==> config.mk <==
export PLATFORM = sky130hd
export DESIGN_NAME = ordered_list_engine_core
export DESIGN_NICKNAME = d
export VERILOG_FILES = /design/src/rtl/olist_pkg.sv /design/src/rtl/olist_ram.sv /design/src/rtl/ordered_list_engine_core.sv
export VERILOG_INCLUDE_DIRS = /design/src /design/src/rtl
export SDC_FILE = /design/constraint.sdc
export NUM_CORES = 2
export LEC_CHECK = 0
export BUFFER_PORTS_ARGS = -buffer_cell sky130_fd_sc_hd__clkbuf_2
export CAP_MARGIN = 20
export CORE_UTILIZATION = 40
export DETAILED_ROUTE_END_ITERATION = 10
export PLACE_DENSITY_LB_ADDON = 0.2
export SLEW_MARGIN = 20
export SYNTH_ARGS = -nofsm -noshare
export SYNTH_HDL_FRONTEND = slang
export SYNTH_SLANG_ARGS = --single-unit
export TNS_END_PERCENT = 5
==> constraint.sdc <==
create_clock -name clk -period 21.3 [get_ports clk]
set_input_delay 4.26 -clock clk [delete_from_list [all_inputs] [get_ports clk]]
set_output_delay 4.26 -clock clk [all_outputs]
set_load 0.005 [all_outputs]
==> src/rtl/ordered_list_engine_core_defines.svh <==
// Assertion macros shared by the ordered list engine RTL.
// Expects a clock named clk and a synchronous reset named rst in scope.
`ifndef ORDERED_LIST_ENGINE_CORE_DEFINES_SVH
`define ORDERED_LIST_ENGINE_CORE_DEFINES_SVH

`ifndef ASSERT_OFF
`define OLE_ASSERT(lbl, prop, msg) \
  lbl: assert property (@(posedge clk) disable iff (rst) (prop)) else $error(msg);
`define OLE_ASSERT_NEXT(lbl, ante, cons, msg) \
  lbl: assert property (@(posedge clk) disable iff (rst) (ante) |=> (cons)) else $error(msg);
`else
`define OLE_ASSERT(lbl, prop, msg)
`define OLE_ASSERT_NEXT(lbl, ante, cons, msg)
`endif

`endif

==> src/rtl/olist_pkg.sv <==
// Shared types and constants for the ordered list engine.
// No dependencies; imported by the core.
package olist_pkg;

  localparam int CAPACITY = 64;
  localparam int IDX_W    = 6;   // index width, matches position fields
  localparam int CNT_W    = 7;   // count width, holds CAPACITY itself
  localparam int DATA_W   = 32;

  localparam logic [2:0] MODE_PUSH   = 3'd0;
  localparam logic [2:0] MODE_POP    = 3'd1;
  localparam logic [2:0] MODE_INSERT = 3'd2;
  localparam logic [2:0] MODE_DELETE = 3'd3;
  localparam logic [2:0] MODE_REMOVE = 3'd4;
  localparam logic [2:0] MODE_FIND   = 3'd5;
  localparam logic [2:0] MODE_READ   = 3'd6;

  localparam logic [2:0] ST_OK       = 3'd0;
  localparam logic [2:0] ST_FULL     = 3'd1;
  localparam logic [2:0] ST_EMPTY    = 3'd2;
  localparam logic [2:0] ST_RANGE    = 3'd3;
  localparam logic [2:0] ST_NOTFOUND = 3'd4;

  typedef struct packed {
    logic [2:0]               mode;
    logic [IDX_W-1:0]         position_in;
    logic signed [DATA_W-1:0] value_in;
  } cmd_t;

  typedef struct packed {
    logic [2:0]               status;
    logic signed [DATA_W-1:0] value_out;
    logic [IDX_W-1:0]         position_out;
    logic [CNT_W-1:0]         count_out;
  } result_t;

endpackage

==> src/rtl/olist_ram.sv <==
// Generic simple dual-port RAM: one write port, one read port, registered read.
// No dependencies.
module olist_ram #(
  parameter int WIDTH = 32,
  parameter int DEPTH = 64
) (
  input  logic                     clk,
  input  logic                     we,
  input  logic [$clog2(DEPTH)-1:0] waddr,
  input  logic [WIDTH-1:0]         wdata,
  input  logic [$clog2(DEPTH)-1:0] raddr,
  output logic [WIDTH-1:0]         rdata
);

  logic [WIDTH-1:0] mem [DEPTH];

  always_ff @(posedge clk) begin
    if (we) begin
      mem[waddr] <= wdata;
    end
    rdata <= mem[raddr];
  end

endmodule

==> src/rtl/ordered_list_engine_core.sv <==
// Ordered list engine top level: command FSM around one entry RAM.
// Depends on olist_pkg, olist_ram and ordered_list_engine_core_defines.svh.
//
// One command is taken when start is high and busy is low; its single result
// appears for exactly one cycle with done high and must be captured then, as
// the block cannot be held off. Push, mode 7, every rejected command, insert at
// the end of the list, delete of the last entry, and remove-all or find on an
// empty list finish in S_CHECK; pop and read also pass through S_WAIT_RD.
// Otherwise insert, delete, remove-all and find walk the entry RAM one read per
// cycle through its single read port, in S_SCAN. Delete walks the entries above
// position (count - position - 1 of them); remove-all walks all count entries;
// find walks up to and including the first match, or all count entries when
// nothing matches. Insert walks the count - position entries from the top down
// to position, then places the new value in S_INS_FIN.
`include "ordered_list_engine_core_defines.svh"

module ordered_list_engine_core
  import olist_pkg::*;
(
  input  logic    clk,
  input  logic    rst,
  input  logic    start,
  input  cmd_t    cmd,
  output logic    busy,
  output logic    done,
  output result_t result
);

  typedef enum logic [2:0] {
    S_IDLE,
    S_CHECK,
    S_WAIT_RD,
    S_SCAN,
    S_INS_FIN
  } state_t;

  state_t           state;
  cmd_t             cmd_q;
  logic [CNT_W-1:0] count;
  logic [IDX_W-1:0] ptr;
  logic             iss;
  logic             vld_d;
  logic [IDX_W-1:0] idx_d;
  logic [CNT_W-1:0] j;

  logic              mem_we;
  logic [IDX_W-1:0]  mem_waddr;
  logic [DATA_W-1:0] mem_wdata;
  logic [IDX_W-1:0]  mem_raddr;
  logic [DATA_W-1:0] rd_data;
  logic              issue;

  logic [CNT_W-1:0] count_m1;
  logic [CNT_W-1:0] count_p1;
  logic [CNT_W-1:0] pos_ext;
  logic             full;
  logic [IDX_W-1:0] last_idx;
  logic             hit;
  logic [CNT_W-1:0] j_next;

  function automatic result_t make_result(logic [2:0] st, logic [DATA_W-1:0] v,
                                          logic [IDX_W-1:0] p, logic [CNT_W-1:0] c);
    result_t r;
    r.status       = st;
    r.value_out    = v;
    r.position_out = p;
    r.count_out    = c;
    return r;
  endfunction

  assign busy     = (state != S_IDLE);
  assign count_m1 = count - CNT_W'(1);
  assign count_p1 = count + CNT_W'(1);
  assign pos_ext  = {1'b0, cmd_q.position_in};
  assign full     = (count == CNT_W'(CAPACITY));
  assign last_idx = (cmd_q.mode == MODE_INSERT) ? cmd_q.position_in : count_m1[IDX_W-1:0];
  assign hit      = (rd_data == cmd_q.value_in);
  assign j_next   = j + CNT_W'(!hit);

  olist_ram #(
    .WIDTH (DATA_W),
    .DEPTH (CAPACITY)
  ) u_store (
    .clk   (clk),
    .we    (mem_we),
    .waddr (mem_waddr),
    .wdata (mem_wdata),
    .raddr (mem_raddr),
    .rdata (rd_data)
  );

  // RAM port control, decoded from registered state
  always_comb begin
    mem_we    = 1'b0;
    mem_waddr = idx_d;
    mem_wdata = rd_data;
    mem_raddr = ptr;
    issue     = 1'b0;
    case (state)
      S_CHECK: begin
        case (cmd_q.mode)
          MODE_PUSH: begin
            mem_we    = !full;
            mem_waddr = count[IDX_W-1:0];
            mem_wdata = cmd_q.value_in;
          end
          MODE_POP:  mem_raddr = count_m1[IDX_W-1:0];
          MODE_READ: mem_raddr = cmd_q.position_in;
          MODE_INSERT: begin
            // append case: no shifting needed
            mem_we    = !full && (pos_ext == count);
            mem_waddr = cmd_q.position_in;
            mem_wdata = cmd_q.value_in;
          end
          default: ;
        endcase
      end
      S_SCAN: begin
        issue = iss;
        if (vld_d) begin
          case (cmd_q.mode)
            MODE_INSERT: begin
              mem_we    = 1'b1;
              mem_waddr = idx_d + IDX_W'(1);
            end
            MODE_DELETE: begin
              mem_we    = 1'b1;
              mem_waddr = idx_d - IDX_W'(1);
            end
            MODE_REMOVE: begin
              mem_we    = !hit;
              mem_waddr = j[IDX_W-1:0];
            end
            default: ;
          endcase
        end
      end
      S_INS_FIN: begin
        mem_we    = 1'b1;
        mem_waddr = cmd_q.position_in;
        mem_wdata = cmd_q.value_in;
      end
      default: ;
    endcase
  end

  always_ff @(posedge clk) begin
    if (rst) begin
      state <= S_IDLE;
      done  <= 1'b0;
      count <= '0;
      iss   <= 1'b0;
      vld_d <= 1'b0;
    end else begin
      done  <= 1'b0;
      vld_d <= (state == S_SCAN) && iss;
      if (issue) begin
        idx_d <= ptr;
      end
      case (state)
        S_IDLE: begin
          if (start) begin
            cmd_q <= cmd;
            state <= S_CHECK;
          end
        end
        S_CHECK: begin
          case (cmd_q.mode)
            MODE_PUSH: begin
              done  <= 1'b1;
              state <= S_IDLE;
              if (full) begin
                result <= make_result(ST_FULL, '0, '0, count);
              end else begin
                count  <= count_p1;
                result <= make_result(ST_OK, '0, '0, count_p1);
              end
            end
            MODE_POP: begin
              if (count == '0) begin
                result <= make_result(ST_EMPTY, '0, '0, count);
                done   <= 1'b1;
                state  <= S_IDLE;
              end else begin
                count <= count_m1;
                state <= S_WAIT_RD;
              end
            end
            MODE_READ: begin
              if (pos_ext >= count) begin
                result <= make_result(ST_RANGE, '0, '0, count);
                done   <= 1'b1;
                state  <= S_IDLE;
              end else begin
                state <= S_WAIT_RD;
              end
            end
            MODE_INSERT: begin
              if (full || pos_ext > count) begin
                result <= make_result(full ? ST_FULL : ST_RANGE, '0, '0, count);
                done   <= 1'b1;
                state  <= S_IDLE;
              end else if (pos_ext == count) begin
                count  <= count_p1;
                result <= make_result(ST_OK, '0, '0, count_p1);
                done   <= 1'b1;
                state  <= S_IDLE;
              end else begin
                // shift up from the top entry down to position
                ptr   <= count_m1[IDX_W-1:0];
                iss   <= 1'b1;
                state <= S_SCAN;
              end
            end
            MODE_DELETE: begin
              if (pos_ext >= count) begin
                result <= make_result(ST_RANGE, '0, '0, count);
                done   <= 1'b1;
                state  <= S_IDLE;
              end else if (pos_ext == count_m1) begin
                count  <= count_m1;
                result <= make_result(ST_OK, '0, '0, count_m1);
                done   <= 1'b1;
                state  <= S_IDLE;
              end else begin
                ptr   <= cmd_q.position_in + IDX_W'(1);
                iss   <= 1'b1;
                state <= S_SCAN;
              end
            end
            MODE_REMOVE, MODE_FIND: begin
              if (count == '0) begin
                result <= make_result(ST_NOTFOUND, '0, '0, count);
                done   <= 1'b1;
                state  <= S_IDLE;
              end else begin
                ptr   <= '0;
                j     <= '0;
                iss   <= 1'b1;
                state <= S_SCAN;
              end
            end
            default: begin
              result <= make_result(ST_OK, '0, '0, count);
              done   <= 1'b1;
              state  <= S_IDLE;
            end
          endcase
        end
        S_WAIT_RD: begin
          result <= make_result(ST_OK, rd_data, '0, count);
          done   <= 1'b1;
          state  <= S_IDLE;
        end
        S_SCAN: begin
          if (issue) begin
            if (ptr == last_idx) begin
              iss <= 1'b0;
            end else if (cmd_q.mode == MODE_INSERT) begin
              ptr <= ptr - IDX_W'(1);
            end else begin
              ptr <= ptr + IDX_W'(1);
            end
          end
          if (vld_d) begin
            case (cmd_q.mode)
              MODE_INSERT: begin
                if (idx_d == last_idx) begin
                  state <= S_INS_FIN;
                end
              end
              MODE_DELETE: begin
                if (idx_d == last_idx) begin
                  count  <= count_m1;
                  result <= make_result(ST_OK, '0, '0, count_m1);
                  done   <= 1'b1;
                  state  <= S_IDLE;
                end
              end
              MODE_REMOVE: begin
                j <= j_next;
                if (idx_d == last_idx) begin
                  count  <= j_next;
                  result <= make_result((j_next == count) ? ST_NOTFOUND : ST_OK,
                                        '0, '0, j_next);
                  done   <= 1'b1;
                  state  <= S_IDLE;
                end
              end
              MODE_FIND: begin
                if (hit) begin
                  iss    <= 1'b0;  // stop early; a read still in flight is dropped
                  result <= make_result(ST_OK, '0, idx_d, count);
                  done   <= 1'b1;
                  state  <= S_IDLE;
                end else if (idx_d == last_idx) begin
                  result <= make_result(ST_NOTFOUND, '0, '0, count);
                  done   <= 1'b1;
                  state  <= S_IDLE;
                end
              end
              default: state <= S_IDLE;
            endcase
          end
        end
        S_INS_FIN: begin
          count  <= count_p1;
          result <= make_result(ST_OK, '0, '0, count_p1);
          done   <= 1'b1;
          state  <= S_IDLE;
        end
        default: state <= S_IDLE;
      endcase
    end
  end

  `OLE_ASSERT(a_count_bound, count <= CNT_W'(CAPACITY), "entry count beyond capacity")
  `OLE_ASSERT(a_no_rw_overlap, (issue && mem_we) |-> (mem_waddr != mem_raddr), "RAM address clash")
  `OLE_ASSERT(a_done_after_busy, done |-> $past(busy), "result strobe while idle")
  `OLE_ASSERT_NEXT(a_accept_busy, start && !busy, busy, "accepted transfer did not raise busy")

endmodule
==> summary.md <==
| Metric | Value |
|---|---|
| Complex-gate fraction of the synthesized area | `around 6.4%` |
| Cell family with most CP delay | `buffers and inverters` |
| Fraction of registers with async set/reset | `0%` |
| Count of pins on the block boundary | `94` |
| Depth of the critical timing path with buffers and inverters included | `11` |
| Final design utilization | `between 40% and 50%` |
| Total met2 wirelength after detailed routing | `127,000 um` |
| Xor-xnor portion of the synthesized cell area | `less than 1%` |
| Pwr dens | `between 100 and 150 nW/um^2` |
| Biggest fanout along the worst timing path | `131` |
| Critical path buffers and inverters | `3` |
| Startpoint types | `register` |
| Number of nets still failing antenna checks after routing | `0` |
| Sequential area share after synthesis | `73.8%` |
| Maximum achievable frequency | `152 MHz` |
| Critical Path Max Stage Delay | `0.94 ns` |
| Share of synthesized area spent on multiplexers | `5.34%` |
| Most frequent CP cell | `sky130_fd_sc_hd__buf_12` |
| Global-route wire length before repair | `between 300,000 and 400,000 um` |
| DR iter-0 viols | `approximately 6,400` |
| Required @ worst endpoint | `~22 ns` |
| Clock sink total | `2,201` |
| PnR Total Power | `0.0106 W` |
| Highest routed metal layer | `met5` |
| Drt drc | `0` |
| Most used flip-flop cell after synthesis | `sky130_fd_sc_hd__edfxtp_1` |
| Hold_buf cts | `0` |
| Final Setup Violations | `0` |
| Number of register bits inferred by synthesis | `2,201` |
| Horiz. Die Dim | `approximately 470 um` |
| Leakage power figure | `34.2 nW` |
| Layout cells sized above 1 | `12.3%` |
| Data arrival, critical path | `approximately 7.4 ns` |
| Most used cells in the layout excluding fill and tap cells | `sky130_fd_sc_hd__edfxtp_1, sky130_fd_sc_hd__nand2_1, sky130_fd_sc_hd__nand3_1` |
| Setup repair after global routing missed its margin | `false` |
| Maximum number of pins on one net before global-route repair | `159` |
| Global route total overflow | `0` |
| Number of library cell types mapped by synthesis | `85` |
| Post-CTS repair timing setup buffer count | `0` |
| DRT met1 WL | `119,000 um` |
| Post-synthesis area per instance | `14.1 sq um` |
| Number of antenna violations at the first check in global routing | `27` |
| Max-cap violations | `0` |
| Relative slew margins | `approximately a fifth` |
| Final setup skew | `~0.046 ns` |
| Final clock period utilization by the worst path | `between 30% and 40%` |
| Setup TNS Final | `0 ns` |
| Drt pass-1 iters | `7` |
| Length in cells of the worst reg-to-reg path | `11` |
| Net count after synthesis | `6,358` |
| Layout-stage area growth over the synthesis result | `13.8%` |
| Port Buffers | `93` |
| Most common cell after layout, fill and taps aside | `sky130_fd_sc_hd__edfxtp_1` |
| Number of buffers added by the clock tree synthesis step | `225` |
| Total Nets Final | `approximately 6,500` |
| Clk buf depth | `3` |
| Cells traversed along the worst timing path | `or3b_1, a21oi_4, o21ai_4, buf_12, buf_12, buf_4, mux2i_1, o221ai_1, a21oi_1, nor4_1, or4_1` |
| Critical Path Sink Type | `register` |
| All-Layer GR Usage | `24.7%` |
| Clock transition at the registers of the reported paths | `0.07 ns` |
| Floorplan die area | `roughly 220,000 sq um` |
| Finished Layout Cells | `9,574` |
| Main combinational cell family by area after synthesis | `simple AND/OR/NAND/NOR gates` |
| Tightest Hold Check Type | `register to register` |
| Placer Congestion | `just over 0.9` |
| Wire length reported by the detailed router | `280,000 um` |
| Placed cell count | `9,137` |
| Hold Violations, Final | `0` |
| Detailed-route vias per instance | `5.81` |
| Die Y | `~470 um` |
| Number of core rows | `172` |
| Vias in the first global route | `roughly 53,000` |
| Vias | `~56,000` |
| Met3 wire length | `25,600 um` |
| Number of instances in the synthesized netlist | `about 6,300` |
| Number of enable flip-flop cells after synthesis | `2,156` |
| Deepest level of the CTS H-tree | `4` |
| Fin crit period | `6.59 ns` |
| Initial Util | `40.4%` |
| Skew-Pair Late Insertion Delay | `approximately 0.88 ns` |
| Count of cells resized by post-cts repair | `0` |
| Simple-gate share of the synthesized area | `11.1%` |
| Number of instances on the worst hold path | `0` |
| Core area | `220,000 sq um` |
| Worst setup path category | `register to register` |
| Slowest-stage cell, CP | `sky130_fd_sc_hd__buf_4` |
| Estimated wirelength of the detail-placed design | `156,000 um` |
| Run status | `complete, no violations` |
| TritonCTS clock tree | `yes` |
| Max-slew violations | `0` |
| Count of warnings emitted by yosys | `0` |
| Actual transition at the worst max-transition pin | `between 1 and 1.5 ns` |
| Routed WL per cell | `29.3 um` |
| Synth Cell Area | `89,000 sq um` |
| Worst-case hold slack | `slightly below 0.6 ns` |
| Post-synthesis adder-cell area fraction | `0.312%` |
| Maximum vdd drop | `0.0885 mV` |
| Buffer cell driving the clock tree root | `sky130_fd_sc_hd__clkbuf_16` |
==> logic make-up after synthesis <==
family / count (synthesis)
buf+inv: 433
simple gates: 2234
mux: 470
fa+ha+maj: 21
xor+xnor: 82
compound gates: 852
flops: 2201
==> stage by stage <==
stage / cell area [sq um] / setup WS (ns)
after floorplan: 89000 / 12.74
after global placement: 93600 / 14.61
after detailed placement: 94000 / 14.72
after CTS: 101000 / 14.70
after global routing: 101000 / 14.40
final: 101000 / 14.71
==> synth_stat cells, types with 30 or more instances <==
| library cell | n | area [sq um] |
|---|---|---|
| sky130_fd_sc_hd__mux2_2 | 38 | 428 |
| sky130_fd_sc_hd__and3_1 | 58 | 363 |
| sky130_fd_sc_hd__or4_1 | 30 | 225 |
| sky130_fd_sc_hd__nand3_1 | 512 | 2560 |
| sky130_fd_sc_hd__dfxtp_1 | 45 | 901 |
| sky130_fd_sc_hd__nor2_1 | 131 | 492 |
| sky130_fd_sc_hd__o21ai_0 | 50 | 250 |
| sky130_fd_sc_hd__edfxtp_1 | 2156 | 64700 |
| sky130_fd_sc_hd__buf_1 | 71 | 267 |
| sky130_fd_sc_hd__buf_2 | 142 | 711 |
| sky130_fd_sc_hd__a21oi_1 | 342 | 1710 |
| sky130_fd_sc_hd__nor3_1 | 41 | 205 |
| sky130_fd_sc_hd__o22ai_1 | 41 | 257 |
| sky130_fd_sc_hd__clkbuf_1 | 166 | 623 |
| sky130_fd_sc_hd__mux2i_1 | 432 | 4320 |
| sky130_fd_sc_hd__o221ai_1 | 187 | 1640 |
| sky130_fd_sc_hd__nor4_1 | 97 | 607 |
| sky130_fd_sc_hd__a31oi_1 | 59 | 369 |
| sky130_fd_sc_hd__a311oi_1 | 44 | 385 |
| sky130_fd_sc_hd__nand2_1 | 1258 | 4720 |
| sky130_fd_sc_hd__and2_1 | 40 | 250 |
| sky130_fd_sc_hd__xnor2_1 | 65 | 569 |
==> sequential cells by signal, summed over array words and instances (netlist names), 6 cells and up <==
register	flops
u_store.mem	2048
result	48
cmd_q	41
u_store.rdata	32
count	7
j	7
idx_d	6
ptr	6
==> worst register-to-register path, cell delays in order (launching register included) <==
cell and delay, ns:
sky130_fd_sc_hd__edfxtp_1 0.84, sky130_fd_sc_hd__or3b_1 0.37, sky130_fd_sc_hd__a21oi_4 0.17, sky130_fd_sc_hd__o21ai_4 0.72, sky130_fd_sc_hd__buf_12 0.69, sky130_fd_sc_hd__buf_12 0.77, sky130_fd_sc_hd__buf_4 1.08, sky130_fd_sc_hd__mux2i_1 0.26
sky130_fd_sc_hd__o221ai_1 0.35, sky130_fd_sc_hd__a21oi_1 0.14, sky130_fd_sc_hd__nor4_1 0.92, sky130_fd_sc_hd__or4_1 0.21
==> final cells by class <==
type | instances | area (sq um)
timing repair buffer | 298 | 2260
sequential | 2201 | 65600
fill | 19200 | 119000
clock buffer | 300 | 6140
inverter | 25 | 93.8
antenna | 19 | 47.5
clock inverter | 114 | 970
multi-input combinational | 3659 | 22400
tap | 2958 | 3700
==> metal layers <==
metal | track usage (%) | vias to the layer above
met2 | 38.0 | 2430
met3 | 5.88 | 423
met1 | 34.3 | 28500
met4 | 7.98 | 10
met5 | 0 | -
li1 | - | 24200
==> report_power, final <==
part	total (W)	switching (W)	internal (W)	leakage (nW)
logic	0.00147	0.00113	0.000334	10.8
clock network	0.00385	0.00168	0.00217	3.50
registers	0.00524	0.0000849	0.00515	19.9
total	0.0106	0.00289	0.00766	34.2
==> final timing paths <==
path / start / endpoint / slack (ns)
worst max-delay path: cmd_q[40] / u_store.rdata[9] / 14.71
worst min register to register: ptr[2] / idx_d[2] / 0.58
worst min-delay path: ptr[2] / idx_d[2] / 0.58
worst max register to register: cmd_q[40] / u_store.rdata[9] / 14.71
Power figures use the tool's default switching activity.
